--- src/design/idd_pkg.sv ---
// Shared types, constants and calendar tables for the inclusive date difference block.
`default_nettype none

package idd_pkg;

    localparam int DATE_W   = 27;
    localparam int YEAR_W   = 14;
    localparam int REM_W    = 14;
    localparam int MD_W     = 7;
    localparam int SERIAL_W = 23;
    localparam int COUNT_W  = 22;
    localparam int CUM_W    = 9;
    localparam int LEN_W    = 5;

    localparam logic [DATE_W-1:0] DATE_MAX = 27'd99991231;
    // Reciprocal of 625 scaled by 2**33; exact floor for any 23-bit dividend.
    localparam logic [23:0] YEAR_MAGIC = 24'd13743896;
    // Reciprocal of 100 scaled by 2**19; exact floor below 43699.
    localparam logic [12:0] DIV100_MAGIC = 13'd5243;

    typedef struct packed {
        logic                ok;
        logic [SERIAL_W-1:0] serial;
    } t_lane_res;

    typedef struct packed {
        logic               invalid;
        logic [COUNT_W-1:0] day_count;
    } t_result;

    typedef enum logic [1:0] {
        ST_IDLE,
        ST_LANES,
        ST_MERGE,
        ST_HOLD
    } t_state;

    function automatic logic [LEN_W-1:0] month_len(input logic [MD_W-1:0] m,
                                                    input logic leap);
        logic [LEN_W-1:0] len;
        unique case (m)
            7'd1, 7'd3, 7'd5, 7'd7, 7'd8, 7'd10, 7'd12: len = 5'd31;
            7'd4, 7'd6, 7'd9, 7'd11:                    len = 5'd30;
            7'd2:                                       len = leap ? 5'd29 : 5'd28;
            default:                                    len = 5'd0;
        endcase
        return len;
    endfunction

    function automatic logic [CUM_W-1:0] month_cum(input logic [MD_W-1:0] m,
                                                    input logic leap);
        logic [CUM_W-1:0] cum;
        unique case (m)
            7'd1:    cum = 9'd0;
            7'd2:    cum = 9'd31;
            7'd3:    cum = 9'd59;
            7'd4:    cum = 9'd90;
            7'd5:    cum = 9'd120;
            7'd6:    cum = 9'd151;
            7'd7:    cum = 9'd181;
            7'd8:    cum = 9'd212;
            7'd9:    cum = 9'd243;
            7'd10:   cum = 9'd273;
            7'd11:   cum = 9'd304;
            7'd12:   cum = 9'd334;
            default: cum = 9'd0;
        endcase
        // February 29 falls before every month after February in a leap year.
        if (leap && (m > 7'd2) && (m < 7'd13)) begin
            cum = cum + 9'd1;
        end
        return cum;
    endfunction

endpackage

`default_nettype wire

--- src/design/inclusive_date_difference.sv ---
// Top level: inclusive Gregorian day count between two packed YYYYMMDD dates.
//
// Channel   Dir  Signals                           Word contents (lowest bit up)
// s_axis    in   tvalid, tready, tdata[55:0]       first_date[26:0], second_date[26:0]
// m_axis    out  tvalid, tready, tdata[23:0], tuser day_count[21:0]; tuser: date_invalid
//
// One word is in flight at a time: an accepted word reaches the output register through
// the six lane stages (the first loads on the accepting edge), the merge register, one state
// step from merge to hold, and the output load.
// The input takes a new word in the cycle after that load; a waiting output word holds the
// next result and keeps the input closed.
// Reset is synchronous and active low; it clears the control state and the output valid.
`default_nettype none

module inclusive_date_difference
    import idd_pkg::*;
(
    input  wire logic        i_clk,
    input  wire logic        i_rst_n,
    input  wire logic        s_axis_tvalid,
    output logic             s_axis_tready,
    input  wire logic [55:0] s_axis_tdata,   // first_date[26:0], second_date[53:27], zero pad
    output logic             m_axis_tvalid,
    input  wire logic        m_axis_tready,
    output logic [23:0]      m_axis_tdata,   // day_count[21:0], zero pad
    output logic [0:0]       m_axis_tuser    // date_invalid
);

    t_state    r_state;
    t_state    n_state;
    logic      w_accept;
    logic      w_load;
    logic      w_done_a;
    logic      w_done_b;
    logic      w_lanes_done;
    logic      w_merge_valid;
    logic      r_swap;
    t_lane_res w_res_a;
    t_lane_res w_res_b;
    t_result   w_merge_res;
    logic      r_out_vld;
    t_result   r_out;

    assign w_accept     = s_axis_tvalid && s_axis_tready;
    assign w_lanes_done = w_done_a && w_done_b;

    idd_lane u_lane_a (
        .i_clk   (i_clk),
        .i_rst_n (i_rst_n),
        .i_start (w_accept),
        .i_date  (s_axis_tdata[26:0]),
        .o_done  (w_done_a),
        .o_res   (w_res_a)
    );

    idd_lane u_lane_b (
        .i_clk   (i_clk),
        .i_rst_n (i_rst_n),
        .i_start (w_accept),
        .i_date  (s_axis_tdata[53:27]),
        .o_done  (w_done_b),
        .o_res   (w_res_b)
    );

    // The earlier date is the smaller packed value.
    always_ff @(posedge i_clk) begin
        if (w_accept) begin
            r_swap <= (s_axis_tdata[26:0] > s_axis_tdata[53:27]);
        end
    end

    idd_merge u_merge (
        .i_clk    (i_clk),
        .i_rst_n  (i_rst_n),
        .i_valid  (w_lanes_done),
        .i_swap   (r_swap),
        .i_res_a  (w_res_a),
        .i_res_b  (w_res_b),
        .o_valid  (w_merge_valid),
        .o_result (w_merge_res)
    );

    always_ff @(posedge i_clk) begin
        if (!i_rst_n) begin
            r_state <= ST_IDLE;
        end else begin
            r_state <= n_state;
        end
    end

    always_comb begin
        n_state       = r_state;
        s_axis_tready = 1'b0;
        w_load        = 1'b0;
        unique case (r_state)
            ST_IDLE: begin
                s_axis_tready = 1'b1;
                if (s_axis_tvalid) begin
                    n_state = ST_LANES;
                end
            end
            ST_LANES: begin
                if (w_lanes_done) begin
                    n_state = ST_MERGE;
                end
            end
            ST_MERGE: begin
                if (w_merge_valid) begin
                    n_state = ST_HOLD;
                end
            end
            ST_HOLD: begin
                if (!r_out_vld || m_axis_tready) begin
                    w_load  = 1'b1;
                    n_state = ST_IDLE;
                end
            end
            default: begin
                n_state = ST_IDLE;
            end
        endcase
    end

    always_ff @(posedge i_clk) begin
        if (!i_rst_n) begin
            r_out_vld <= 1'b0;
        end else if (w_load) begin
            r_out_vld <= 1'b1;
        end else if (m_axis_tready) begin
            r_out_vld <= 1'b0;
        end
    end

    always_ff @(posedge i_clk) begin
        if (w_load) begin
            r_out <= w_merge_res;
        end
    end

    assign m_axis_tvalid = r_out_vld;
    assign m_axis_tdata  = {2'b00, r_out.day_count};
    assign m_axis_tuser  = r_out.invalid;

    a_invalid_zero: assert property (@(posedge i_clk) disable iff (!i_rst_n)
        (m_axis_tvalid && m_axis_tuser[0]) |-> (m_axis_tdata[21:0] == 22'd0))
        else $error("invalid result carries a nonzero day count");

    a_valid_nonzero: assert property (@(posedge i_clk) disable iff (!i_rst_n)
        (m_axis_tvalid && !m_axis_tuser[0]) |-> (m_axis_tdata[21:0] != 22'd0))
        else $error("valid result carries a zero day count");

    a_lanes_in_state: assert property (@(posedge i_clk) disable iff (!i_rst_n)
        w_lanes_done |-> (r_state == ST_LANES))
        else $error("lanes finished outside the lane wait state");

    a_accept_starts: assert property (@(posedge i_clk) disable iff (!i_rst_n)
        w_accept |=> (r_state == ST_LANES))
        else $error("accepted word did not start the lanes");

endmodule

`default_nettype wire

--- src/design/idd_lane.sv ---
// One lane: splits a packed date and turns it into a checked serial day number.
`default_nettype none

module idd_lane
    import idd_pkg::*;
(
    input  wire logic              i_clk,
    input  wire logic              i_rst_n,
    input  wire logic              i_start,
    input  wire logic [DATE_W-1:0] i_date,
    output logic                   o_done,
    output t_lane_res              o_res
);

    localparam int STAGES = 6;

    logic [STAGES-1:0] r_vld;

    // Stage 1: range check and year by reciprocal multiply.
    logic [46:0]       w_prod_y;
    logic [DATE_W-1:0] r1_date;
    logic [YEAR_W-1:0] r1_y;
    logic              r1_rng;

    // Stage 2: remainder MMDD and century number.
    logic [DATE_W-1:0] w_y_times;
    logic [26:0]       w_prod_c;
    logic [REM_W-1:0]  r2_rem;
    logic [YEAR_W-1:0] r2_y;
    logic [7:0]        r2_c;
    logic              r2_rng;

    // Stage 3: month and leap flag.
    logic [26:0]       w_prod_m;
    logic              w_cen;
    logic [MD_W-1:0]   r3_m;
    logic [REM_W-1:0]  r3_rem;
    logic [YEAR_W-1:0] r3_y;
    logic              r3_leap;
    logic              r3_rng;

    // Stage 4: day and the century corrections.
    logic [REM_W-1:0]  w_m_times;
    logic [REM_W-1:0]  w_d_full;
    logic [26:0]       w_prod_q100;
    logic [26:0]       w_prod_q400;
    logic [YEAR_W:0]   w_y99;
    logic [YEAR_W:0]   w_y399;
    logic [MD_W-1:0]   r4_d;
    logic [MD_W-1:0]   r4_m;
    logic [YEAR_W-1:0] r4_y;
    logic [7:0]        r4_q100;
    logic [7:0]        r4_q400;
    logic              r4_leap;
    logic              r4_rng;

    // Stage 5: days before the year, days before the month, validity.
    logic [LEN_W-1:0]    w_len;
    logic [SERIAL_W-1:0] r5_ys;
    logic [CUM_W-1:0]    r5_cum;
    logic [MD_W-1:0]     r5_d;
    logic                r5_ok;

    // Stage 6: final sum.
    t_lane_res r6_res;

    always_ff @(posedge i_clk) begin
        if (!i_rst_n) begin
            r_vld <= '0;
        end else begin
            r_vld <= {r_vld[STAGES-2:0], i_start};
        end
    end

    assign w_prod_y = 47'(i_date[DATE_W-1:4]) * 47'(YEAR_MAGIC);

    always_ff @(posedge i_clk) begin
        if (i_start) begin
            r1_date <= i_date;
            r1_y    <= w_prod_y[46:33];
            r1_rng  <= (i_date <= DATE_MAX);
        end
    end

    assign w_y_times = 27'(r1_y) * 27'd10000;
    assign w_prod_c  = 27'(r1_y) * 27'(DIV100_MAGIC);

    always_ff @(posedge i_clk) begin
        if (r_vld[0]) begin
            r2_rem <= REM_W'(r1_date - w_y_times);
            r2_y   <= r1_y;
            r2_c   <= w_prod_c[26:19];
            r2_rng <= r1_rng;
        end
    end

    assign w_prod_m = 27'(r2_rem) * 27'(DIV100_MAGIC);
    assign w_cen    = (r2_y == YEAR_W'(15'(r2_c) * 15'd100));

    always_ff @(posedge i_clk) begin
        if (r_vld[1]) begin
            r3_m    <= w_prod_m[25:19];
            r3_rem  <= r2_rem;
            r3_y    <= r2_y;
            r3_leap <= ((r2_y[1:0] == 2'd0) && !w_cen) || (w_cen && (r2_c[1:0] == 2'd0));
            r3_rng  <= r2_rng;
        end
    end

    assign w_m_times   = REM_W'(r3_m) * REM_W'(100);
    assign w_d_full    = r3_rem - w_m_times;
    assign w_y99       = (YEAR_W+1)'(r3_y) + (YEAR_W+1)'(99);
    assign w_y399      = (YEAR_W+1)'(r3_y) + (YEAR_W+1)'(399);
    assign w_prod_q100 = 27'(w_y99) * 27'(DIV100_MAGIC);
    assign w_prod_q400 = 27'(w_y399[YEAR_W:2]) * 27'(DIV100_MAGIC);

    always_ff @(posedge i_clk) begin
        if (r_vld[2]) begin
            r4_d    <= w_d_full[MD_W-1:0];
            r4_m    <= r3_m;
            r4_y    <= r3_y;
            r4_q100 <= w_prod_q100[26:19];
            r4_q400 <= w_prod_q400[26:19];
            r4_leap <= r3_leap;
            r4_rng  <= r3_rng;
        end
    end

    assign w_len = month_len(r4_m, r4_leap);

    always_ff @(posedge i_clk) begin
        if (r_vld[3]) begin
            r5_ys  <= SERIAL_W'(r4_y) * SERIAL_W'(365)
                      + SERIAL_W'((YEAR_W+1)'(r4_y) + (YEAR_W+1)'(3) >> 2)
                      - SERIAL_W'(r4_q100) + SERIAL_W'(r4_q400);
            r5_cum <= month_cum(r4_m, r4_leap);
            r5_d   <= r4_d;
            // A month outside 1..12 gives a length of zero, so the day test fails too.
            r5_ok  <= r4_rng && (r4_d != '0) && (r4_d <= MD_W'(w_len));
        end
    end

    always_ff @(posedge i_clk) begin
        if (r_vld[4]) begin
            r6_res.ok     <= r5_ok;
            r6_res.serial <= r5_ys + SERIAL_W'(r5_cum) + SERIAL_W'(r5_d) - SERIAL_W'(1);
        end
    end

    assign o_done = r_vld[STAGES-1];
    assign o_res  = r6_res;

endmodule

`default_nettype wire

--- src/design/idd_merge.sv ---
// Merging stage: orders the two lane results and forms the inclusive day count.
`default_nettype none

module idd_merge
    import idd_pkg::*;
(
    input  wire logic      i_clk,
    input  wire logic      i_rst_n,
    input  wire logic      i_valid,
    input  wire logic      i_swap,
    input  wire t_lane_res i_res_a,
    input  wire t_lane_res i_res_b,
    output logic           o_valid,
    output t_result        o_result
);

    logic [SERIAL_W-1:0] w_lo;
    logic [SERIAL_W-1:0] w_hi;
    logic [SERIAL_W-1:0] w_span;
    logic                w_ok;
    logic                r_valid;
    t_result             r_result;

    assign w_lo   = i_swap ? i_res_b.serial : i_res_a.serial;
    assign w_hi   = i_swap ? i_res_a.serial : i_res_b.serial;
    assign w_span = w_hi - w_lo + SERIAL_W'(1);
    assign w_ok   = i_res_a.ok && i_res_b.ok && (w_hi >= w_lo);

    always_ff @(posedge i_clk) begin
        if (!i_rst_n) begin
            r_valid <= 1'b0;
        end else begin
            r_valid <= i_valid;
        end
    end

    always_ff @(posedge i_clk) begin
        if (i_valid) begin
            r_result.invalid   <= !w_ok;
            r_result.day_count <= w_ok ? w_span[COUNT_W-1:0] : '0;
        end
    end

    assign o_valid  = r_valid;
    assign o_result = r_result;

endmodule

`default_nettype wire
--- config.mk ---
export PLATFORM = sky130hd
export DESIGN_NAME = inclusive_date_difference
export DESIGN_NICKNAME = d
export VERILOG_FILES = /design/src/design/idd_pkg.sv /design/src/design/inclusive_date_difference.sv /design/src/design/idd_lane.sv /design/src/design/idd_merge.sv
export SDC_FILE = /design/constraint.sdc
export NUM_CORES = 2
export LEC_CHECK = 0
export ABC_AREA = 1
export BUFFER_PORTS_ARGS = -buffer_cell sky130_fd_sc_hd__buf_4
export CORE_MARGIN = 10
export CORE_UTILIZATION = 50
export CTS_BUF_LIST = sky130_fd_sc_hd__clkbuf_4
export DETAILED_ROUTE_END_ITERATION = 7
export GPL_ROUTABILITY_DRIVEN = 0
export GPL_TIMING_DRIVEN = 0
export PLACE_DENSITY = 0.62
export SYNTH_ARGS = -nofsm -noshare
export SYNTH_HDL_FRONTEND = slang
export SYNTH_HIERARCHICAL = 1
export SYNTH_SLANG_ARGS = --single-unit
--- constraint.sdc ---
create_clock -name i_clk -period 8.8 [get_ports i_clk]
set_input_delay 0.88 -clock i_clk [delete_from_list [all_inputs] [get_ports i_clk]]
set_output_delay 0.88 -clock i_clk [all_outputs]
set_load 0.005 [all_outputs]
==> impl_metrics.toml <==
[clock_network]
root_buffer = "clkbuf_4"
clockBufferDepth = 3
h-tree-depth = 4
postCtsResizedCells = 0
cts_tree = "yes"
cts.clk_slew.worst_paths_ns = 0.06
cts_made_buffers = 139
clock_latency_ns = 1.10
cts.sinks = 491

[status]
status = "finished, final reports clean"

[layout]
drive_gt1_share_pct = 4.55
layout.nets = 12500
synthToLayoutAreaGrowth_pct = 6.43
fillers = 15500

[setup_path]
cp_common_cell = "inv_1"
cp_slowest_cell = "edfxtp_1"
required_ns = 9.63
crit_arrival_ns = 7.61
cpLargestDelayFamily = "adder cells"
start_kind = "register"
cpPeakStageDelay_ns = 0.58
cp_num_buf_inv = 5
worstSetupPathType = "reg -> reg"
crit_fanout = 6
end_kind = "register"

[floorplan]
start_util_pct = 50.5
die_x_um = 431
dieHeight_um = 431
coreArea_mm2 = 0.168
ioPinCount = 87
dieArea_mm2 = 0.186
rows = 150

[sta]
finalCriticalPeriod_ns = 6.77
fin_tns_setup_ns = 0
fmax_ghz = 0.148
rsz0062_at_grt = "false"
worst_pin_slew_ns = 1.24
hold_viol_final = 0
relSlewSlack_pct = 17.0
finalSetupViolCount = 0
worst_clock_skew_ns = 0.0824
slew_viol_final = 0
period_share_pct = 77.0

[synth]
ys_async_sr_fraction_pct = 0
synthFlopType = "edfxtp_1"
ys_seq_area_share_pct = 17.0
yosysMostFrequentCell = "inv_1"
yosysUniqueCellTypes = 61
synth_area_mm2 = 0.0846
synth-seq-cells = 491
synth_warnings = 6
syn_area_per_cell_um2 = 8.89
yosysTopAreaCell = "fa_1"
yosysTopAreaCellShare_pct = 24.8
synth_common_cells = "inv_1 (2649), ha_1 (1653), nand2_1 (1230)"
ys_top_cells_by_area = "fa_1 (25%), ha_1 (24%), edfxtp_1 (16%)"
synth_edf_count = 457
synth_cells = 9516

[drt]
ant_nets = 0
drc_errors = 0
drt_first_pass_iters = 6
routed_wl_um = 199000
first_iter_violations = 3478
vias = 61600
via_per_inst = 5.11
routedWlPerCell_um = 16.5

[job]
cap_violations = 0

[global_route]
first_global_vias = 63800
overflow = 0
grt_max_degree = 62
grt_usage_pct = 21.6
grt_pass1_wl_um = 326000
antenna_found_initial = 6

[worst_hold_path]
holdCritPathClass = "in -> reg"

[place]
io_buffers = 82
dp_hpwl_um = 175000
==> worst paths after layout <==
path                       startpoint             endpoint  slack, ns  cells after the start
setup / recovery     u_lane_a/r3_y[0]  u_lane_a/r4_q400[5]       2.03                     27
hold / removal        s_axis_tdata[5]  u_lane_a/r1_date[5]       0.16                      1
setup reg to reg     u_lane_a/r3_y[0]  u_lane_a/r4_q400[5]       2.03                     27
hold reg to reg   u_lane_b/r1_date[2]   u_lane_b/r2_rem[2]       0.38                      0
==> cell type report <==
| cell class | instances | area [um^2] | area share [%] |
|---|---|---|---|
| multi-input combinational | 6336 | 60100 | 66.7 |
| sequential | 491 | 14400 | 16.0 |
| inverter | 2670 | 10000 | 11.1 |
| tap | 2204 | 2760 | 3.06 |
| clock buffer | 192 | 1440 | 1.60 |
| timing repair buffer | 100 | 843 | 0.937 |
| clock inverter | 50 | 353 | 0.392 |
| buffer | 20 | 103 | 0.114 |
| antenna | 5 | 12.5 | 0.0139 |
==> flip-flops by register name, summed over array words and instances (netlist names), 22 cells and up, named ones only <==
register          flops
u_lane_a/o_res       24
u_lane_b/o_res       24
u_lane_a/r5_ys       23
u_lane_b/r5_ys       23
u_merge/o_result     23
m_axis_tdata         22
==> metal layers <==
metal / global-route usage (%) / up-vias / share of wire [%] / wire length, um
met5: 0 / - / 0.014 / 27
met4: 6.03 / 4 / 2.4 / 4850
met3: 2.93 / 273 / 4.7 / 9430
met2: 37.0 / 1400 / 48 / 96000
met1: 28.6 / 29600 / 45 / 89100
li1: - / 30400 / - / -
==> logic make-up (layout without fill, tap and decap cells) <==
kind of cell | after synthesis | after routing | synth area share, %
muxes | 2 | 2 | 0.0266
AOI/OAI and AO/OA | 975 | 975 | 6.46
xor gates and xnor gates | 333 | 333 | 3.56
other | 1 | 7 | 0.00443
adders and majority gates | 2701 | 2701 | 49.3
buffers and inverters | 2690 | 3032 | 12.0
DFF | 491 | 491 | 17.0
and+or+nand+nor | 2323 | 2323 | 11.7
==> timing repair <==
item / CTS / global route
buffers inserted: 0 / 0
hold buffers: 14 / 0
hold endpoints to repair: 14 / 0
==> cells in the final DEF (no fill, tap or decap), types with 211 or more instances in the layout <==
cell	instances
nand3_1	257
a21oi_1	420
xor2_1	211
nand2_1	1230
fa_1	1048
inv_1	2648
nor2_1	511
o21ai_0	307
edfxtp_1	457
ha_1	1653
==> through the flow <==
stage	cells	worst slack (ns)	utilization [%]	instance area (um^2)	hold WS (ns)
CTS	12100	2.03	53.7	90000	0.00187
finish	12100	2.03	53.7	90000	0.158
detailed placement	11800	1.89	52.5	88100	0.405
global placement	11800	1.87	52.5	87900	0.401
global route	12100	1.54	53.7	90000	0.0488
floorplan	9517	2.84	-	84600	0.400
Power is not shown: default switching activity piles up to over one toggle a cycle in this logic, so the estimate is an artifact.
